<file path="src/rtl/core/hdlf_pkg.sv">
`timescale 1ns / 1ps
`default_nettype none

package hdlf_pkg;

  localparam int BYTES_PER_LINE_DEF = 16;
  localparam int OFFSET_W           = 32;
  localparam int OFFSET_DIGITS      = 8;

  localparam logic [6:0] CH_COLON   = 7'h3a;
  localparam logic [6:0] CH_SPACE   = 7'h20;
  localparam logic [6:0] CH_NEWLINE = 7'h0a;
  localparam logic [6:0] CH_DOT     = 7'h2e;
  localparam logic [7:0] PRINT_LO   = 8'h20;
  localparam logic [7:0] PRINT_HI   = 8'h7e;

  typedef enum logic [3:0] {
    ST_IDLE,
    ST_OFFSET,
    ST_COLON,
    ST_SEP,
    ST_HI,
    ST_LO,
    ST_PAIR,
    ST_PAD,
    ST_GAP,
    ST_TEXT,
    ST_NL
  } state_t;

  typedef enum logic [2:0] {
    SEL_OFFSET,
    SEL_COLON,
    SEL_SPACE,
    SEL_HEX_HI,
    SEL_HEX_LO,
    SEL_TEXT,
    SEL_NEWLINE
  } char_sel_t;

  typedef struct packed {
    logic      load;
    logic      emit;
    char_sel_t sel;
    logic      last;
    logic      cnt_clr;
    logic      cnt_inc;
    logic      cnt_used;
    logic      commit;
  } cmd_t;

  typedef struct packed {
    logic can_emit;
    logic pos_zero;
    logic pos_odd;
    logic close;
    logic has_pad;
    logic digit_last;
    logic pad_last;
    logic text_last;
  } sts_t;

  function automatic logic [6:0] hex_char(input logic [3:0] nib);
    return (nib < 4'd10) ? (7'h30 + {3'b000, nib}) : (7'h57 + {3'b000, nib});
  endfunction

  function automatic logic [6:0] text_char(input logic [7:0] b);
    return (b >= PRINT_LO && b <= PRINT_HI) ? b[6:0] : CH_DOT;
  endfunction

endpackage

`default_nettype wire

</file>
<file path="src/rtl/core/hdlf_dp.sv">
`timescale 1ns / 1ps
`default_nettype none

module hdlf_dp #(
  parameter int BYTES_PER_LINE = hdlf_pkg::BYTES_PER_LINE_DEF
) (
  input  wire logic          clk,
  input  wire logic          rst_n,
  input  wire logic [7:0]    in_data_byte,
  input  wire logic          in_final_byte,
  input  wire logic          out_stall,
  output logic               out_valid,
  output logic [6:0]         out_char_code,
  output logic               out_last_in_run,
  input  hdlf_pkg::cmd_t     cmd,
  output hdlf_pkg::sts_t     sts
);

  localparam int HexArea = BYTES_PER_LINE * 2 + BYTES_PER_LINE / 2;
  localparam int IdxW    = $clog2(BYTES_PER_LINE);
  localparam int PosW    = $clog2(BYTES_PER_LINE + 1);
  localparam int CntW    = $clog2(HexArea + 1);

  logic [7:0]                   line_r [BYTES_PER_LINE];
  logic [7:0]                   byte_r;
  logic                         fin_r;
  logic [PosW-1:0]              pos_r;
  logic [hdlf_pkg::OFFSET_W-1:0] offset_r;
  logic [CntW-1:0]              cnt_r;
  logic                         out_valid_r;
  logic [6:0]                   char_r;
  logic                         last_r;

  logic [PosW-1:0]              npos;
  logic [CntW-1:0]              used;
  logic                         close;
  logic [hdlf_pkg::OFFSET_W-1:0] off_sh;
  logic [6:0]                   char_nxt;

  assign npos   = pos_r + PosW'(1);
  assign used   = CntW'({npos, 1'b0}) + CntW'(npos >> 1);
  assign close  = (npos == PosW'(BYTES_PER_LINE)) || fin_r;
  assign off_sh = offset_r >> {~cnt_r[2:0], 2'b00};

  always_comb begin
    sts.can_emit   = !out_valid_r || !out_stall;
    sts.pos_zero   = (pos_r == '0);
    sts.pos_odd    = pos_r[0];
    sts.close      = close;
    sts.has_pad    = (used < CntW'(HexArea));
    sts.digit_last = (cnt_r == CntW'(hdlf_pkg::OFFSET_DIGITS - 1));
    sts.pad_last   = (cnt_r == CntW'(HexArea - 1));
    sts.text_last  = (cnt_r == CntW'(pos_r));
  end

  always_comb begin
    unique case (cmd.sel)
      hdlf_pkg::SEL_OFFSET:  char_nxt = hdlf_pkg::hex_char(off_sh[3:0]);
      hdlf_pkg::SEL_COLON:   char_nxt = hdlf_pkg::CH_COLON;
      hdlf_pkg::SEL_SPACE:   char_nxt = hdlf_pkg::CH_SPACE;
      hdlf_pkg::SEL_HEX_HI:  char_nxt = hdlf_pkg::hex_char(byte_r[7:4]);
      hdlf_pkg::SEL_HEX_LO:  char_nxt = hdlf_pkg::hex_char(byte_r[3:0]);
      hdlf_pkg::SEL_TEXT:    char_nxt = hdlf_pkg::text_char(line_r[cnt_r[IdxW-1:0]]);
      hdlf_pkg::SEL_NEWLINE: char_nxt = hdlf_pkg::CH_NEWLINE;
      default:               char_nxt = hdlf_pkg::CH_SPACE;
    endcase
  end

  always_ff @(posedge clk) begin
    if (cmd.load) begin
      line_r[pos_r[IdxW-1:0]] <= in_data_byte;
      byte_r                  <= in_data_byte;
      fin_r                   <= in_final_byte;
    end
    if (cmd.cnt_clr) begin
      cnt_r <= '0;
    end else if (cmd.cnt_used) begin
      cnt_r <= used;
    end else if (cmd.cnt_inc) begin
      cnt_r <= cnt_r + CntW'(1);
    end
    if (cmd.emit) begin
      char_r <= char_nxt;
      last_r <= cmd.last;
    end
  end

  always_ff @(posedge clk) begin
    if (!rst_n) begin
      pos_r       <= '0;
      offset_r    <= '0;
      out_valid_r <= 1'b0;
    end else begin
      if (cmd.commit) begin
        pos_r <= close ? '0 : npos;
        if (close) begin
          offset_r <= fin_r ? '0 : offset_r + hdlf_pkg::OFFSET_W'(BYTES_PER_LINE);
        end
      end
      if (cmd.emit) begin
        out_valid_r <= 1'b1;
      end else if (!out_stall) begin
        out_valid_r <= 1'b0;
      end
    end
  end

  assign out_valid       = out_valid_r;
  assign out_char_code   = char_r;
  assign out_last_in_run = last_r;

  a_pos_range: assert property (@(posedge clk) disable iff (!rst_n)
    pos_r < PosW'(BYTES_PER_LINE))
    else $error("line position out of range");

  a_stall_hold: assert property (@(posedge clk) disable iff (!rst_n)
    (out_valid_r && out_stall) |=> (out_valid_r && $stable(char_r) && $stable(last_r)))
    else $error("stalled word changed");

  a_emit_room: assert property (@(posedge clk) disable iff (!rst_n)
    cmd.emit |-> (!out_valid_r || !out_stall))
    else $error("word loaded over a stalled word");

endmodule

`default_nettype wire

</file>
<file path="src/rtl/core/hdlf_ctrl.sv">
`timescale 1ns / 1ps
`default_nettype none

module hdlf_ctrl (
  input  wire logic      clk,
  input  wire logic      rst_n,
  input  wire logic      in_valid,
  output logic           in_stall,
  input  hdlf_pkg::sts_t sts,
  output hdlf_pkg::cmd_t cmd
);

  hdlf_pkg::state_t state_r;
  hdlf_pkg::state_t state_nxt;
  hdlf_pkg::state_t after_hex;

  always_ff @(posedge clk) begin
    if (!rst_n) begin
      state_r <= hdlf_pkg::ST_IDLE;
    end else begin
      state_r <= state_nxt;
    end
  end

  always_comb begin
    after_hex = sts.close ? (sts.has_pad ? hdlf_pkg::ST_PAD : hdlf_pkg::ST_GAP)
                          : hdlf_pkg::ST_IDLE;
  end

  always_comb begin
    state_nxt    = state_r;
    cmd.load     = 1'b0;
    cmd.emit     = 1'b0;
    cmd.sel      = hdlf_pkg::SEL_SPACE;
    cmd.last     = 1'b0;
    cmd.cnt_clr  = 1'b0;
    cmd.cnt_inc  = 1'b0;
    cmd.cnt_used = 1'b0;
    cmd.commit   = 1'b0;
    in_stall     = (state_r != hdlf_pkg::ST_IDLE);
    unique case (state_r)
      hdlf_pkg::ST_IDLE: begin
        if (in_valid) begin
          cmd.load    = 1'b1;
          cmd.cnt_clr = 1'b1;
          state_nxt   = sts.pos_zero ? hdlf_pkg::ST_OFFSET : hdlf_pkg::ST_HI;
        end
      end
      hdlf_pkg::ST_OFFSET: begin
        cmd.sel = hdlf_pkg::SEL_OFFSET;
        if (sts.can_emit) begin
          cmd.emit    = 1'b1;
          cmd.cnt_inc = 1'b1;
          if (sts.digit_last) begin
            state_nxt = hdlf_pkg::ST_COLON;
          end
        end
      end
      hdlf_pkg::ST_COLON: begin
        cmd.sel = hdlf_pkg::SEL_COLON;
        if (sts.can_emit) begin
          cmd.emit  = 1'b1;
          state_nxt = hdlf_pkg::ST_SEP;
        end
      end
      hdlf_pkg::ST_SEP: begin
        cmd.sel = hdlf_pkg::SEL_SPACE;
        if (sts.can_emit) begin
          cmd.emit  = 1'b1;
          state_nxt = hdlf_pkg::ST_HI;
        end
      end
      hdlf_pkg::ST_HI: begin
        cmd.sel = hdlf_pkg::SEL_HEX_HI;
        if (sts.can_emit) begin
          cmd.emit  = 1'b1;
          state_nxt = hdlf_pkg::ST_LO;
        end
      end
      hdlf_pkg::ST_LO: begin
        cmd.sel  = hdlf_pkg::SEL_HEX_LO;
        cmd.last = !sts.pos_odd && !sts.close;
        if (sts.can_emit) begin
          cmd.emit = 1'b1;
          if (sts.pos_odd) begin
            state_nxt = hdlf_pkg::ST_PAIR;
          end else begin
            state_nxt    = after_hex;
            cmd.commit   = !sts.close;
            cmd.cnt_used = sts.close;
          end
        end
      end
      hdlf_pkg::ST_PAIR: begin
        cmd.sel  = hdlf_pkg::SEL_SPACE;
        cmd.last = !sts.close;
        if (sts.can_emit) begin
          cmd.emit     = 1'b1;
          state_nxt    = after_hex;
          cmd.commit   = !sts.close;
          cmd.cnt_used = sts.close;
        end
      end
      hdlf_pkg::ST_PAD: begin
        cmd.sel = hdlf_pkg::SEL_SPACE;
        if (sts.can_emit) begin
          cmd.emit    = 1'b1;
          cmd.cnt_inc = 1'b1;
          if (sts.pad_last) begin
            state_nxt = hdlf_pkg::ST_GAP;
          end
        end
      end
      hdlf_pkg::ST_GAP: begin
        cmd.sel = hdlf_pkg::SEL_SPACE;
        if (sts.can_emit) begin
          cmd.emit    = 1'b1;
          cmd.cnt_clr = 1'b1;
          state_nxt   = hdlf_pkg::ST_TEXT;
        end
      end
      hdlf_pkg::ST_TEXT: begin
        cmd.sel = hdlf_pkg::SEL_TEXT;
        if (sts.can_emit) begin
          cmd.emit    = 1'b1;
          cmd.cnt_inc = 1'b1;
          if (sts.text_last) begin
            state_nxt = hdlf_pkg::ST_NL;
          end
        end
      end
      hdlf_pkg::ST_NL: begin
        cmd.sel  = hdlf_pkg::SEL_NEWLINE;
        cmd.last = 1'b1;
        if (sts.can_emit) begin
          cmd.emit   = 1'b1;
          cmd.commit = 1'b1;
          state_nxt  = hdlf_pkg::ST_IDLE;
        end
      end
      default: begin
        state_nxt = hdlf_pkg::ST_IDLE;
      end
    endcase
  end

  a_no_emit_idle: assert property (@(posedge clk) disable iff (!rst_n)
    (state_r == hdlf_pkg::ST_IDLE) |-> !cmd.emit)
    else $error("word emitted while idle");

  a_commit_last: assert property (@(posedge clk) disable iff (!rst_n)
    cmd.commit |-> (cmd.emit && cmd.last))
    else $error("line state updated without final word");

  a_load_busy: assert property (@(posedge clk) disable iff (!rst_n)
    cmd.load |=> (state_r != hdlf_pkg::ST_IDLE))
    else $error("accepted byte produced no output");

endmodule

`default_nettype wire

</file>
<file path="src/rtl/core/hex_dump_line_formatter.sv">
// each accepted byte is registered, then its first character enters char_r
// throughput: one character per cycle from a single output register while out_stall
//   is low; a new byte is taken only after every character of the last one is
//   emitted (offset, hex digits, padding, text and newline all serial)
// reset: synchronous active-low rst_n clears line position, offset and output valid
`timescale 1ns / 1ps
`default_nettype none

module hex_dump_line_formatter #(
  parameter int BYTES_PER_LINE = hdlf_pkg::BYTES_PER_LINE_DEF
) (
  input  wire logic       clk,
  input  wire logic       rst_n,
  input  wire logic       in_valid,
  output logic            in_stall,
  input  wire logic [7:0] in_data_byte,
  input  wire logic       in_final_byte,
  output logic            out_valid,
  input  wire logic       out_stall,
  output logic [6:0]      out_char_code,
  output logic            out_last_in_run
);

  hdlf_pkg::cmd_t cmd;
  hdlf_pkg::sts_t sts;

  hdlf_ctrl u_ctrl (
    .clk      (clk),
    .rst_n    (rst_n),
    .in_valid (in_valid),
    .in_stall (in_stall),
    .sts      (sts),
    .cmd      (cmd)
  );

  hdlf_dp #(
    .BYTES_PER_LINE (BYTES_PER_LINE)
  ) u_dp (
    .clk             (clk),
    .rst_n           (rst_n),
    .in_data_byte    (in_data_byte),
    .in_final_byte   (in_final_byte),
    .out_stall       (out_stall),
    .out_valid       (out_valid),
    .out_char_code   (out_char_code),
    .out_last_in_run (out_last_in_run),
    .cmd             (cmd),
    .sts             (sts)
  );

endmodule

`default_nettype wire

</file>
<file path="config.mk">
export PLATFORM = sky130hd
export DESIGN_NAME = hex_dump_line_formatter
export DESIGN_NICKNAME = d
export VERILOG_FILES = /design/src/rtl/core/hdlf_pkg.sv /design/src/rtl/core/hdlf_dp.sv /design/src/rtl/core/hdlf_ctrl.sv /design/src/rtl/core/hex_dump_line_formatter.sv
export SDC_FILE = /design/constraint.sdc
export NUM_CORES = 1
export LEC_CHECK = 0
export BUFFER_PORTS_ARGS = -buffer_cell sky130_fd_sc_hd__buf_2
export CAP_MARGIN = 20
export CORE_MARGIN = 2
export CORE_UTILIZATION = 63
export DETAILED_ROUTE_END_ITERATION = 7
export PLACE_DENSITY = 0.8
export SYNTH_ARGS = -nofsm -noshare
export SYNTH_HDL_FRONTEND = slang
export SYNTH_SLANG_ARGS = --single-unit
</file>
<file path="constraint.sdc">
create_clock -name clk -period 3.71 [get_ports clk]
set_input_delay 0.371 -clock clk [delete_from_list [all_inputs] [get_ports clk]]
set_output_delay 0.371 -clock clk [all_outputs]
set_load 0.05 [all_outputs]
</file>
==> run summary <==
outcome - finished, final reports clean
PD cells - 609.6 nW/um^2
TritonRoute pass-1 iters - 8
CTS tree - done
DRC violations left - 0
Async SR Flop Fraction - 0%
num rows - 44
Hold Path End - u_dp.fin_r$_DFFE_PP_
GRT overflow - 0
fraction of layout cells with a size suffix above 1 - 17.03%
Max-slew headroom - 36.43%
Peak VDD IR - 0.4117 mV
Slew Viols, Final - 0
routed len/inst - 22.13 um
Syn Std Cell Area - 9289 um^2
CP max stage delay - 0.66 ns
prevailing post-synth register cell - edfxtp_1
syn_nets - 766
Final Cycle Share - 89.68%
Setup Buffers After CTS - 0
Post-Route Setup TNS - 0 ns
dpl cells - 927
worst path required time - 4.03 ns
Worst Path Buf+Inv - 1
Total Nets Final - 787
drt via density - 6.487
Clock Latency Late Sink - 0.44 ns
post-synthesis area per instance - 12.54 um^2
clk sink count - 193
Critical Path Fanout Max - 9
Register Area - 5316 um^2
Slew @ Worst Pin - 0.9501 ns
CP delay by family, top - simple AND/OR/NAND/NOR gates
Distinct cells, synth - 71
Worst-path clk slew - 0.07 ns
hold path cells - 1
area grow syn2layout - 9.631%
Antenna Violating Nets Remaining - 0
Post-synth EDFFs - 145
initial antenna violation count - 0
total number of vias - 6221
Worst EP arrival - 3.65 ns
IO Count - 23
cts hold-fix bufs - 0
Hold Vio Cnt, Final - 0
CP max-delay cell - or4b_2
post-route total power - 6.207 mW
placer congestion estimate - 0.8930
number of fillers in the final layout - 959
Post-Layout Cell Count - 959
first-pass GRT wire length - 33800 um
Ys Warns - 0
largest net degree at the start of global routing - 23
Max Cap Violations - 0
Post-Route Skew - 0.01131 ns
placed inst area - 9555 um^2
Die Ht - 125.4 um
Final Cell Area - 10180 um^2
Syn Inst Count - 741
Root Driver - clkbuf_16
DR iter-0 viols - 666
diode count - 0
Initial Util - 64.15%
Core Region - 14480 um^2
Multi-input gate area - 3681 um^2
flop2flop setup slack - 0.38 ns
Hold Path Origin - in_final_byte
Crit Path Class - register to register
worst r2r src - u_dp.pos_r[1]$_SDFFE_PN0P_
R2R depth - 12
post-route setup slack - 0.3827 ns
vias in the first global route - 6149
Routed WL - 21230 um
H-tree Lvls - 4
cell chain of the critical path - ha_1 -> nand3_1 -> xor2_1 -> inv_1 -> ha_1 -> or4b_2 -> nand3_1 -> mux2i_1 -> o31a_1 -> nand4_1 -> o221ai_1 -> a32o_1
Final setup viols - 0
Min Clock Period, post-route - 3.327 ns
max frequency - 300.5 MHz
RR Endpoint - u_ctrl.state_r[3]$_SDFFE_PN0P_
Total GRT Usage - 28.04%
RSZ-0062 raised after global routing - false
Final HPWL DP - 14570 um
leakage power - 3.344 nW
die area - 15730 um^2
sequential share of the synthesized area - 57.22%
clock buffer count from CTS - 17
pre-CTS WS - 0.4255 ns
Critical Path Sink Type - register
Buffers on Ports - 22
Seq cells post-synth - 193
crit start category - register
post-CTS sizing - 0
Max clock buf depth - 2
Die X - 125.4 um
min-delay worst type - input port to register
## registers in the layout, indices dropped and copies added, names as in the netlist, named ones only
register and cells:
u_ctrl.state_r 4, u_dp.byte_r 8, u_dp.cnt_r 6, u_dp.fin_r 1, u_dp.line_r 128, u_dp.offset_r 28
u_dp.out_char_code 7, u_dp.out_last_in_run 1, u_dp.out_valid 1, u_dp.pos_r 5
## layout by cell type, fill, tap and decap left out, types with 17 or more instances in the layout
master	Yosys	layout
buf_2	9	22
a21oi_1	29	29
clkbuf_16	0	17
nand2_1	67	67
nand3_1	22	22
dfxtp_1	48	47
xnor2_1	21	21
o21ai_0	19	19
xor2_1	17	17
buf_4	2	18
inv_1	22	22
nor2_1	68	68
mux2i_1	31	31
mux4_2	32	32
edfxtp_1	145	145
## metal layers
| layer | part of all wire [%] | up-vias | global-route usage (%) |
|---|---|---|---|
| met2 | 49 | 266 | 45.12 |
| met1 | 41 | 3096 | 38.42 |
| met5 | 0 | - | 0 |
| li1 | - | 2823 | - |
| met3 | 7.0 | 36 | 5.734 |
| met4 | 2.2 | 0 | 10.00 |
## stage by stage
stage	hold WS, ns	util (%)
2_1_floorplan	0.4699	-
3_3_place_gp	0.4896	66.00
3_5_place_dp	0.5123	66.00
4_1_cts	0.1095	70.33
5_1_grt	0.1125	70.33
6_report	0.1197	70.33
## cells by family after synthesis
kind of cell             synth area share [%]
AO/OA/AOI/OAI                           8.459
XOR/XNOR                                3.583
AND/OR/NAND/NOR                         14.02
adder cells (fa/ha/maj)                 1.616
flip-flops                              57.22
buffers and inverters                   3.152
multiplexers                            11.95
## cell type report
class | instances | area share [%]
Clock buffer | 19 | 4.251
Clock inverter | 13 | 1.917
Inverter | 22 | 0.8109
Multi-Input combinational cell | 488 | 36.15
Sequential cell | 193 | 52.21
Tap cell | 184 | 2.261
Timing Repair Buffer | 40 | 2.408
## where the power goes
part / switching, mW / internal, mW / leakage (nW) / total [mW]
Clock: 0.843 / 1.09 / 0.305 / 1.93
Combinational: 0.970 / 0.630 / 1.34 / 1.60
Sequential: 0.194 / 2.48 / 1.70 / 2.67
## worst max path at each step
stage	start	to	slack (ns)	depth (start not counted)
floorplan	u_dp.pos_r[1]$_SDFFE_PN0P_	u_ctrl.state_r[3]$_SDFFE_PN0P_	0.68	13
detailed placement	u_dp.pos_r[1]$_SDFFE_PN0P_	u_ctrl.state_r[3]$_SDFFE_PN0P_	0.43	12
finish	u_dp.pos_r[1]$_SDFFE_PN0P_	u_ctrl.state_r[3]$_SDFFE_PN0P_	0.38	12
global route	u_dp.pos_r[1]$_SDFFE_PN0P_	u_ctrl.state_r[3]$_SDFFE_PN0P_	0.11	12
CTS	u_dp.pos_r[1]$_SDFFE_PN0P_	u_ctrl.state_r[3]$_SDFFE_PN0P_	0.41	12
global placement	u_dp.pos_r[1]$_SDFFE_PN0P_	u_ctrl.state_r[3]$_SDFFE_PN0P_	0.51	12
## synth_stat cells (3+ instances only)
cell,instances,area share [%]
a21oi_1,29,1.6
nor3_2,8,0.86
nor2_1,68,2.7
o21a_1,6,0.48
o22ai_1,5,0.34
nand4_1,11,0.74
nand2b_1,10,0.67
buf_6,5,0.61
nor3_1,15,0.81
or3_1,7,0.47
edfxtp_1,145,47
nor3b_1,3,0.24
and2_1,5,0.34
clkbuf_1,21,0.85
a22oi_1,4,0.32
a31oi_1,3,0.20
mux2i_1,31,3.3
buf_2,9,0.48
o221ai_1,4,0.38
nor2b_1,9,0.61
nand2_1,67,2.7
ha_1,12,1.6
mux4_2,32,7.8
inv_1,22,0.89
xnor2_1,21,2.0
dfxtp_1,48,10
xor2_1,17,1.6
a211o_1,3,0.28
and3_1,8,0.54
a211oi_1,6,0.48
nand3_1,22,1.2
o21ai_0,19,1.0
o21ai_1,7,0.38
mux2_2,7,0.85
o2bb2ai_1,3,0.28
Power figures use the tool's default switching activity.
